File: src/design/arm_dp_pkg.sv
`default_nettype none

package arm_dp_pkg;

  localparam logic [3:0] OP_AND = 4'd0;
  localparam logic [3:0] OP_EOR = 4'd1;
  localparam logic [3:0] OP_SUB = 4'd2;
  localparam logic [3:0] OP_RSB = 4'd3;
  localparam logic [3:0] OP_ADD = 4'd4;
  localparam logic [3:0] OP_ORR = 4'd5;
  localparam logic [3:0] OP_MOV = 4'd6;
  localparam logic [3:0] OP_TST = 4'd7;
  localparam logic [3:0] OP_TEQ = 4'd8;
  localparam logic [3:0] OP_CMP = 4'd9;
  localparam logic [3:0] OP_LSL = 4'd10;

  localparam logic [1:0] SHIFT_LSL = 2'd0;
  localparam logic [1:0] SHIFT_LSR = 2'd1;
  localparam logic [1:0] SHIFT_ASR = 2'd2;
  localparam logic [1:0] SHIFT_ROR = 2'd3;

  localparam logic [1:0] ERR_OK    = 2'd0;
  localparam logic [1:0] ERR_IMM   = 2'd1;
  localparam logic [1:0] ERR_OP    = 2'd2;
  localparam logic [1:0] ERR_SHIFT = 2'd3;

  localparam logic [3:0] COND_ALWAYS = 4'hE;
  localparam logic [7:0] MAX_SHIFT   = 8'd31;
  localparam int         NUM_ROT     = 16;

  localparam int IN_BYTES  = 9;
  localparam int OUT_BYTES = 5;

  typedef enum logic [1:0] {
    CLS_COMPUTE,
    CLS_MOVE,
    CLS_TEST
  } op_class_t;

  typedef struct packed {
    logic [3:0]  op;
    logic [3:0]  dest_reg;
    logic [3:0]  first_reg;
    logic        operand_is_imm;
    logic [31:0] imm_value;
    logic [3:0]  second_reg;
    logic        has_shift;
    logic [1:0]  shift_kind;
    logic        shift_by_reg;
    logic [7:0]  shift_amount;
    logic [3:0]  shift_reg;
  } in_item_t;

  typedef struct packed {
    logic                 op_bad;
    op_class_t            cls;
    logic [3:0]           opcode;
    logic [3:0]           rd;
    logic [3:0]           rn;
    logic                 is_imm;
    logic [31:0]          imm;
    logic [NUM_ROT-1:0]   fits;
    logic [3:0]           rm;
    logic                 shifted;
    logic [1:0]           kind;
    logic                 by_reg;
    logic [7:0]           amount;
    logic [3:0]           rs;
  } decode_t;

  typedef struct packed {
    op_class_t   cls;
    logic [3:0]  opcode;
    logic [3:0]  rd;
    logic [3:0]  rn;
    logic [11:0] op2;
    logic        imm_flag;
    logic [1:0]  err;
  } operand_t;

  function automatic logic [3:0] opcode_bits(input logic [3:0] op);
    logic [3:0] bits;
    case (op)
      OP_AND:  bits = 4'h0;
      OP_EOR:  bits = 4'h1;
      OP_SUB:  bits = 4'h2;
      OP_RSB:  bits = 4'h3;
      OP_ADD:  bits = 4'h4;
      OP_ORR:  bits = 4'hC;
      OP_MOV:  bits = 4'hD;
      OP_TST:  bits = 4'h8;
      OP_TEQ:  bits = 4'h9;
      OP_CMP:  bits = 4'hA;
      default: bits = 4'h0;
    endcase
    return bits;
  endfunction

  // Rotate left by twice the rotation index.
  function automatic logic [31:0] rotl_even(input logic [31:0] v, input int r);
    logic [63:0] tmp;
    tmp = {v, v} << (2 * r);
    return tmp[63:32];
  endfunction

endpackage

`default_nettype wire

File: src/design/arm_dp_decode.sv
`default_nettype none

module arm_dp_decode (
  input  wire                 clk,
  input  wire                 rst,
  input  wire                 in_valid,
  output logic                in_ready,
  input  arm_dp_pkg::in_item_t in_item,
  output logic                out_valid,
  input  wire                 out_ready,
  output arm_dp_pkg::decode_t out_item
);

  arm_dp_pkg::decode_t item_next;
  logic                is_lsl;
  logic [3:0]          op_eff;
  logic [31:0]         rot_val;

  always_comb begin
    is_lsl = (in_item.op == arm_dp_pkg::OP_LSL);
    op_eff = is_lsl ? arm_dp_pkg::OP_MOV : in_item.op;
    item_next.op_bad = (in_item.op > arm_dp_pkg::OP_LSL);
    if (op_eff <= arm_dp_pkg::OP_ORR) begin
      item_next.cls = arm_dp_pkg::CLS_COMPUTE;
    end else if (op_eff == arm_dp_pkg::OP_MOV) begin
      item_next.cls = arm_dp_pkg::CLS_MOVE;
    end else begin
      item_next.cls = arm_dp_pkg::CLS_TEST;
    end
    item_next.opcode  = arm_dp_pkg::opcode_bits(op_eff);
    item_next.rd      = in_item.dest_reg;
    item_next.rn      = in_item.first_reg;
    item_next.is_imm  = is_lsl ? 1'b0 : in_item.operand_is_imm;
    item_next.imm     = in_item.imm_value;
    item_next.rm      = is_lsl ? in_item.dest_reg : in_item.second_reg;
    item_next.shifted = is_lsl ? 1'b1 : in_item.has_shift;
    item_next.kind    = is_lsl ? arm_dp_pkg::SHIFT_LSL : in_item.shift_kind;
    item_next.by_reg  = in_item.shift_by_reg;
    item_next.amount  = in_item.shift_amount;
    item_next.rs      = in_item.shift_reg;
    rot_val = '0;
    for (int r = 0; r < arm_dp_pkg::NUM_ROT; r++) begin
      rot_val = arm_dp_pkg::rotl_even(in_item.imm_value, r);
      item_next.fits[r] = (rot_val[31:8] == 24'd0);
    end
  end

  assign in_ready = !out_valid || out_ready;

  always_ff @(posedge clk) begin
    if (rst) begin
      out_valid <= 1'b0;
    end else if (in_ready) begin
      out_valid <= in_valid;
    end
  end

  always_ff @(posedge clk) begin
    if (in_valid && in_ready) begin
      out_item <= item_next;
    end
  end

endmodule

`default_nettype wire

File: src/design/arm_dp_operand.sv
`default_nettype none

module arm_dp_operand (
  input  wire                  clk,
  input  wire                  rst,
  input  wire                  in_valid,
  output logic                 in_ready,
  input  arm_dp_pkg::decode_t  in_item,
  output logic                 out_valid,
  input  wire                  out_ready,
  output arm_dp_pkg::operand_t out_item
);

  arm_dp_pkg::operand_t item_next;
  logic [3:0]           rot;
  logic [7:0]           rot_byte;
  logic [31:0]          rot_val;
  logic [11:0]          reg_field;
  logic                 shift_err;

  always_comb begin
    rot      = 4'd0;
    rot_byte = 8'd0;
    rot_val  = '0;
    // Walk down so the smallest fitting rotation wins.
    for (int r = arm_dp_pkg::NUM_ROT - 1; r >= 0; r--) begin
      if (in_item.fits[r]) begin
        rot_val  = arm_dp_pkg::rotl_even(in_item.imm, r);
        rot      = 4'(r);
        rot_byte = rot_val[7:0];
      end
    end

    reg_field = {8'd0, in_item.rm};
    shift_err = 1'b0;
    if (in_item.shifted) begin
      reg_field[6:5] = in_item.kind;
      if (in_item.by_reg) begin
        reg_field[11:8] = in_item.rs;
        reg_field[4]    = 1'b1;
      end else begin
        reg_field[11:7] = in_item.amount[4:0];
        shift_err       = (in_item.amount > arm_dp_pkg::MAX_SHIFT);
      end
    end

    item_next.cls      = in_item.cls;
    item_next.opcode   = in_item.opcode;
    item_next.rd       = in_item.rd;
    item_next.rn       = in_item.rn;
    item_next.imm_flag = in_item.is_imm;
    item_next.op2      = in_item.is_imm ? {rot, rot_byte} : reg_field;
    if (in_item.op_bad) begin
      item_next.err = arm_dp_pkg::ERR_OP;
    end else if (in_item.is_imm) begin
      item_next.err = (|in_item.fits) ? arm_dp_pkg::ERR_OK : arm_dp_pkg::ERR_IMM;
    end else begin
      item_next.err = shift_err ? arm_dp_pkg::ERR_SHIFT : arm_dp_pkg::ERR_OK;
    end
  end

  assign in_ready = !out_valid || out_ready;

  always_ff @(posedge clk) begin
    if (rst) begin
      out_valid <= 1'b0;
    end else if (in_ready) begin
      out_valid <= in_valid;
    end
  end

  always_ff @(posedge clk) begin
    if (in_valid && in_ready) begin
      out_item <= item_next;
    end
  end

endmodule

`default_nettype wire

File: src/design/arm_dp_assemble.sv
`default_nettype none

module arm_dp_assemble (
  input  wire                  clk,
  input  wire                  rst,
  input  wire                  in_valid,
  output logic                 in_ready,
  input  arm_dp_pkg::operand_t in_item,
  output logic                 out_valid,
  input  wire                  out_ready,
  output logic [31:0]          machine_word,
  output logic [1:0]           error_code
);

  logic [31:0] word_next;
  logic        s_bit;
  logic [3:0]  rn_field;
  logic [3:0]  rd_field;

  always_comb begin
    case (in_item.cls)
      arm_dp_pkg::CLS_COMPUTE: begin
        s_bit    = 1'b0;
        rn_field = in_item.rn;
        rd_field = in_item.rd;
      end
      arm_dp_pkg::CLS_MOVE: begin
        s_bit    = 1'b0;
        rn_field = 4'd0;
        rd_field = in_item.rd;
      end
      arm_dp_pkg::CLS_TEST: begin
        s_bit    = 1'b1;
        rn_field = in_item.rn;
        rd_field = 4'd0;
      end
      default: begin
        s_bit    = 1'b0;
        rn_field = 4'd0;
        rd_field = 4'd0;
      end
    endcase
    if (in_item.err == arm_dp_pkg::ERR_OK) begin
      word_next = {arm_dp_pkg::COND_ALWAYS, 2'b00, in_item.imm_flag, in_item.opcode,
                   s_bit, rn_field, rd_field, in_item.op2};
    end else begin
      word_next = 32'd0;
    end
  end

  assign in_ready = !out_valid || out_ready;

  always_ff @(posedge clk) begin
    if (rst) begin
      out_valid <= 1'b0;
    end else if (in_ready) begin
      out_valid <= in_valid;
    end
  end

  always_ff @(posedge clk) begin
    if (in_valid && in_ready) begin
      machine_word <= word_next;
      error_code   <= in_item.err;
    end
  end

endmodule

`default_nettype wire

File: src/design/arm_data_processing_encoder.sv
// ARM data-processing instruction encoder.
// One decoded instruction enters on the s_ stream and one encoded item leaves
// on the m_ stream for each one accepted, in order. The s_tdata fields are
// op, dest_reg, first_reg, operand_is_imm, imm_value, second_reg, has_shift,
// shift_kind, shift_by_reg, shift_amount and shift_reg, packed from bit 0 up.
// The m_tdata item holds machine_word in bits 31:0 and error_code in 33:32;
// on any error the word is zero.
// The block is a three-stage pipeline: decode with sixteen parallel rotation
// checks, operand2 selection with error priority, and word assembly into the
// output register. An accepted item passes the decode, operand and assemble
// registers in turn before m_tvalid rises, and while m_tready stays high one
// item can be accepted every cycle.
// Each stage holds its item while the stage after it is full, so when the
// receiver holds m_tready low the pipeline fills up to three items and then
// drops s_tready; nothing is lost or repeated.
// A synchronous reset empties all stages; no item is in flight afterwards.
`default_nettype none

module arm_data_processing_encoder (
  input  wire                                clk,
  input  wire                                rst,
  input  wire                                s_tvalid,
  output logic                               s_tready,
  // op, dest_reg, first_reg, operand_is_imm, imm_value, second_reg, has_shift,
  // shift_kind, shift_by_reg, shift_amount, shift_reg; zero padded to 72 bits.
  input  wire  [arm_dp_pkg::IN_BYTES*8-1:0]  s_tdata,
  output logic                               m_tvalid,
  input  wire                                m_tready,
  // machine_word, error_code; zero padded to 40 bits.
  output logic [arm_dp_pkg::OUT_BYTES*8-1:0] m_tdata
);

  arm_dp_pkg::in_item_t in_item;
  arm_dp_pkg::decode_t  dec_item;
  arm_dp_pkg::operand_t opd_item;
  logic                 dec_valid;
  logic                 dec_ready;
  logic                 opd_valid;
  logic                 opd_ready;
  logic [31:0]          machine_word;
  logic [1:0]           error_code;

  always_comb begin
    in_item.op             = s_tdata[3:0];
    in_item.dest_reg       = s_tdata[7:4];
    in_item.first_reg      = s_tdata[11:8];
    in_item.operand_is_imm = s_tdata[12];
    in_item.imm_value      = s_tdata[44:13];
    in_item.second_reg     = s_tdata[48:45];
    in_item.has_shift      = s_tdata[49];
    in_item.shift_kind     = s_tdata[51:50];
    in_item.shift_by_reg   = s_tdata[52];
    in_item.shift_amount   = s_tdata[60:53];
    in_item.shift_reg      = s_tdata[64:61];
  end

  arm_dp_decode u_decode (
    .clk       (clk),
    .rst       (rst),
    .in_valid  (s_tvalid),
    .in_ready  (s_tready),
    .in_item   (in_item),
    .out_valid (dec_valid),
    .out_ready (dec_ready),
    .out_item  (dec_item)
  );

  arm_dp_operand u_operand (
    .clk       (clk),
    .rst       (rst),
    .in_valid  (dec_valid),
    .in_ready  (dec_ready),
    .in_item   (dec_item),
    .out_valid (opd_valid),
    .out_ready (opd_ready),
    .out_item  (opd_item)
  );

  arm_dp_assemble u_assemble (
    .clk          (clk),
    .rst          (rst),
    .in_valid     (opd_valid),
    .in_ready     (opd_ready),
    .in_item      (opd_item),
    .out_valid    (m_tvalid),
    .out_ready    (m_tready),
    .machine_word (machine_word),
    .error_code   (error_code)
  );

  assign m_tdata = {{(arm_dp_pkg::OUT_BYTES * 8 - 34){1'b0}}, error_code, machine_word};

  a_err_zero_word : assert property (@(posedge clk) disable iff (rst)
    m_tvalid && (error_code != arm_dp_pkg::ERR_OK) |-> (machine_word == 32'd0))
    else $error("Errored item carries a nonzero word.");

  a_ok_cond : assert property (@(posedge clk) disable iff (rst)
    m_tvalid && (error_code == arm_dp_pkg::ERR_OK)
      |-> (machine_word[31:28] == arm_dp_pkg::COND_ALWAYS))
    else $error("Encoded word lacks the always condition.");

  a_reg_shift_form : assert property (@(posedge clk) disable iff (rst)
    m_tvalid && (error_code == arm_dp_pkg::ERR_OK) && !machine_word[25] && machine_word[4]
      |-> !machine_word[7])
    else $error("Register-shifted operand has bit 7 set.");

  a_stage_hold : assert property (@(posedge clk) disable iff (rst)
    opd_valid && !opd_ready |=> opd_valid && $stable(opd_item))
    else $error("Operand stage lost an item while stalled.");

endmodule

`default_nettype wire
File: config.mk
export PLATFORM = sky130hd
export DESIGN_NAME = arm_data_processing_encoder
export DESIGN_NICKNAME = d
export VERILOG_FILES = /design/src/design/arm_dp_pkg.sv /design/src/design/arm_dp_decode.sv /design/src/design/arm_dp_operand.sv /design/src/design/arm_dp_assemble.sv /design/src/design/arm_data_processing_encoder.sv
export SDC_FILE = /design/constraint.sdc
export NUM_CORES = 1
export LEC_CHECK = 0
export BUFFER_PORTS_ARGS = -buffer_cell sky130_fd_sc_hd__buf_2
export CAP_MARGIN = 20
export CORE_ASPECT_RATIO = 0.7
export CORE_MARGIN = 2
export CORE_UTILIZATION = 40
export DETAILED_ROUTE_END_ITERATION = 10
export GPL_ROUTABILITY_DRIVEN = 0
export HOLD_SLACK_MARGIN = 0.15
export PLACE_DENSITY = 0.6
export SYNTH_ARGS = -nofsm -noshare
export SYNTH_HDL_FRONTEND = slang
export SYNTH_SLANG_ARGS = --single-unit
File: constraint.sdc
create_clock -name clk -period 6.6 [get_ports clk]
set_clock_uncertainty 0.05 [all_clocks]
set_input_delay 0.33 -clock clk [delete_from_list [all_inputs] [get_ports clk]]
set_output_delay 0.33 -clock clk [all_outputs]
set_load 0.01 [all_outputs]
# [After elaboration in Yosys (flattened, before gate mapping)]
# Memory sizes are Yosys's and may differ from the RTL's. A register that Yosys moved wholly into a read port is not among the register bits.
# Index checks and enable logic that the tools add are counted.
[word_totals] input_bits=76 register_bits=146 rom_bits=64 output_inout_bits=42 memories=1
[classes] muxes=49 reduce_logical=32 n_lt_le_gt_ge=3 n_eq_ne=4
[mem_list] name="(no name shown)" words=16 width=4 rd=1 rd_ports_with_merged_regs=1 write_ports=0 line="arm_dp_pkg.sv:83" source="case (op)"
[op_table] operator="$logic_not 24->1" n=16
[op_table] operator="$mux 8" n=17
[op_table] operator="$mux 4" n=21
[op_table] operator="$mux 32" n=1
[op_table] operator="$reduce_or 16->1" n=1
[op_table] operator="$mux 12" n=1
[op_table] operator="$gt 8x5->1 const B" n=1
[op_table] operator="$mux 1" n=6
[op_table] operator="$mux 2" n=3
[op_table] operator="$eq 4x3->1 const B" n=1
[op_table] operator="$eq 4x4->1 const B" n=1
[op_table] operator="$gt 4x4->1 const B" n=1
[op_table] operator="$le 4x3->1 const B" n=1
[op_table] operator="$logic_not 2->1" n=2
[op_table] operator="$reduce_and 2->1" n=2
[op_table] operator="$reduce_or 2->1" n=2
[op_table] operator="$logic_and 1x1->1" n=3
[op_table] operator="$logic_not 1->1" n=3
[op_table] operator="$logic_or 1x1->1" n=3
[op_table] operator="$eq 2x1->1 const B" n=1
[op_table] operator="$eq 2x2->1 const B" n=1

# [Longest topological paths before layout]
[depth] word_depth=17 mapped_depth=7 ltp_nobuf=5

# [Hierarchy]
# From an unflattened synthesis, not the netlist that was laid out.
[hier_totals] cells_unflattened=484 hier_area_um2=6555.0
[modules_own_cells] module="arm_dp_decode" cells_each=166 n_inst=1 area_per_inst_um2=3062.9
[modules_own_cells] module="arm_dp_operand" cells_each=241 n_inst=1 area_per_inst_um2=2284.7
[modules_own_cells] module="arm_dp_assemble" cells_each=70 n_inst=1 area_per_inst_um2=1158.6
[modules_own_cells] module="arm_data_processing_encoder" cells_each=7 n_inst=1 area_per_inst_um2=48.8

# [Worst setup path before layout]
# No wires, ideal clock.
[synth_timing] path_kind="flip-flop to flip-flop" from="reg u_decode.out_valid" to="reg u_decode.out_item[0] (netlist bit) (enable)" period_less_slack_ps=5525 arrival_ps=4899 slack_ps=1075 path_buffers=0 path_stages_with_launch=2 t_required_ps=5973 setup_time_ps=577 path_cell_list="dfxtp_1 a31oi_1"
[synth_between] elab_chain_cells=3
[synth_lines] item="start, declared" line="arm_dp_decode.sv:9" source="output logic out_valid,"
[synth_lines] item="start signal, assigned" line="arm_dp_decode.sv:54" source="out_valid <= in_valid;"
[synth_lines] item="$logic_not 1->1" line="arm_dp_decode.sv:48" source="assign in_ready = !out_valid || out_ready;"
[synth_lines] item="$logic_or 1x1->1" line="arm_dp_decode.sv:48"
[synth_lines] item="$logic_and 1x1->1" line="arm_dp_decode.sv:59" source="if (in_valid && in_ready) begin"
[synth_lines] item="end signal, assigned" line="arm_dp_decode.sv:60" source="out_item <= item_next;"
[synth_lines] item="end, declared" line="arm_dp_decode.sv:11" source="output arm_dp_pkg::decode_t out_item"
# No other way between the ends.
# A chain may end at the register's enable or synchronous reset.

==> reports/results.ini <==
[run_status]
outcome=finished clean

[clocking]
post_cts_setup_driven_buffer_insertion_count=0
cts_sinks=145
tritoncts.num_buffers=17
clock_insertion_delay_worst_skew_ns=0.42
clock_tree.htree_level_count=4
ctsRootBufferMaster=clkbuf_16
postCtsResizedCells=0
tritoncts_clock_tree=done
cts-root-to-sink-buffers=2
path_clk_slew_ns=0.06

[floorplan]
floorplan.initialDensity_pct=41.1
area_of_the_core_region_um2=15500
rows=38
die-height_um=110
boundaryPins=118
floorplan_die_width_um=155
design.die.area_um2=17000

[route]
drc_errors_left=0
first_pass_iters=6
detail_route.vias_per_cell=5.47
total_length_of_routed_wires_um=15600
final_antenna_net_count=0
via_count=4681
route.detailed.wl_per_inst_um=18.3
drt_first_iter_violations=448

[setup_path]
crit_fanout=3
timing.critical_path.buf_inv=2
worstSetupPathType=in -> reg
cp_slowest_cell=or4b_4
critical_path.endpoint_type=register
critPathMostFrequentCell=or4b_4
timing.critical_path.arrival_ns=2.98
worst_setup_path_start_kind=input port
crit_required_ns=6.82
crit_path_cell_trace=dlygate4sd3_1, buf_2, or4_4, or4b_4, or2_4, or4b_4, nor3_2
critPathMaxStageDelay_ns=0.55
kind_of_cell_adding_the_most_delay_to_the_critical_path=simple AND/OR/NAND/NOR gates

[grt]
maximum_number_of_pins_on_one_net_before_global_route_repair=85
grt_antenna_before_repair=0
grt_pass1_wl_um=24200
globalRouteOverflowTotal=0
global_route.peak_usage_layer=met1
globalRouteMet1Util_pct=28.6
globalRouteMet2Util_pct=26.3
gr-usage-all-layers_pct=19.2
vias_in_the_first_global_route=4449
met3_usage_pct=5.08

[cells_and_area]
multi_input_area_um2=1930
drive_above_1_share_pct=24.7
fillers=1306
area_growth_syn_to_layout_pct=28.8
design.final.nets=718
diode_count=0
final-instance-count-excl-fill=855
most_frequent_standard_cell_in_the_layout_excluding_fill_and_tap_cells=edfxtp_1
stdcell_area_um2=8220
final_cell_mix=142 x edfxtp_1, 101 x buf_2, 57 x dlygate4sd3_1, 45 x nor2_1, 27 x and2_1
final_util_pct=52.9
register_area_um2=4320

[placed_design]
port_buffers=101
dp_worst_setup_slack_ns=3.95
placedCellCount=766
hpwlAfterDp_um=11100
placed_area_um2=7080

[synth]
synthTopCellsByArea=edfxtp_1 67%, a221oi_1 2.9%, and2_1 2.6%, nor2_1 2.6%, o221ai_1 1.9%
synth_top_cell_by_area=edfxtp_1
post_synth_num_cell_types=49
synth-warning-count=0
synth_edf_count=142
netlist_area_um2=6390
post_synth.cell_area_avg_um2=13.3
synth_ff_type=edfxtp_1
postSynth.asyncResetShare_pct=0
post-synth-top-area-fraction_pct=66.8
postSynthCellCount=480
ys_seq_elements=145
synth-seq-area-share_pct=67.7

[pwr]
power_per_cell_area_nw_per_um2=272
power.switching_fraction_pct=24.3
p_total_mw=2.23
power_leakage_nw=2.91
total_switching_power_mw=0.544
seqPwrFrac_pct=50.6
peakVddDrop_mv=0.192
pwr-share-clk_pct=41.3
power.combinational.fraction_pct=8.0
internal_power_mw=1.69

[run]
timing.max_cap.violations=0

[sta]
final.period_utilization_pct=41.8
timing.fmax_mhz=362
report.final.setup_viol=0
max_slew_margin_pct=27.9
unrepaired_setup_endpoints_after_global_routing=false
worst_slew_pin_slew_ns=1.08
timing_hold_violations_final=0
fin_setup_tns_ns=0
whs_ns=0.177
final_max_slew_viol_count=0
setup_slack_ns=3.84
layout_min_cycle_time_ns=2.76

[hold_path]
hold_path_class=in -> reg

cell usage after synthesis (all sizes together), types with 2 or more instances:
library cell,instances
a21oi,16
a31oi,3
or4,5
nor2,45
o221ai,14
a22oi,4
nand3,7
nor4,6
and2,27
nor3,9
clkbuf,16
buf,11
nand2b,11
nand2,17
a211o,3
edfxtp,142
nor2b,13
a221o,4
o22ai,17
dfxtp,3
mux2,5
o211ai,3
a221oi,21
or4b,2
o21ai,23
mux2i,4
or2,10
o21a,3
o31a,2
o31ai,2
inv,11
a32oi,3
o311ai,4
or3,3
per-layer routing:
metal  part of all wire, %  vias up
met5                     0        -
met4                   2.5        0
met3                   8.9       33
met2                    42      257
met1                    47     2185
li1                      -     2206
flip-flops by register name, summed over array words and instances (netlist names):
signal,flops
u_decode.out_valid,1
u_operand.out_valid,1
u_operand.out_item,29
u_assemble.machine_word,27
u_assemble.error_code,2
u_assemble.out_valid,1
u_decode.out_item,84
kinds of logic (layout without fill, tap and decap cells):
group           Yosys count  in the layout  synth area share [%]
flops                   145            145                  67.7
mux                       9              9                  1.51
buf+inv                  38            205                  2.88
other cells               1              9                0.0587
compound gates          129            129                  14.4
simple gates            157            157                  13.3
xor+xnor                  1              1                 0.137
power by group through the flow:
| stage | clock, mW | sequential, mW | combinational [mW] |
|---|---|---|---|
| after floorplan | 0 | 1.13 | 0.0970 |
| final | 0.924 | 1.13 | 0.180 |
| after global placement | 0 | 1.15 | 0.148 |
| after global routing | 0.981 | 1.14 | 0.198 |
| after detailed placement | 0 | 1.15 | 0.150 |
| after CTS | 0.940 | 1.13 | 0.177 |
final cells by class:
| type | instances | area share (%) |
|---|---|---|
| timing repair buffer | 162 | 13.5 |
| inverter | 11 | 0.502 |
| multi-input combinational | 305 | 23.5 |
| clock inverter | 15 | 1.78 |
| sequential | 145 | 52.6 |
| tap | 200 | 3.04 |
| clock buffer | 17 | 5.17 |
worst paths after layout:
check / cells after the start / slack (ns) / end / startpoint
hold / removal: 2 / 0.18 / u_decode.out_item[17] / s_tdata[46]
hold reg to reg: 0 / 0.37 / u_operand.out_item[22] / u_decode.out_item[76]
setup / recovery: 7 / 3.84 / u_decode.out_item[28] / s_tdata[16]
setup reg to reg: 5 / 3.98 / u_operand.out_item[9] / u_decode.out_item[34]
what timing repair did:
item                                   in CTS  in global routing
endpoints found under the hold margin      59                  0
setup endpoints to repair                   0                  0
hold buffers                               57                  0
Note: power is estimated with default switching activity, not from simulation.
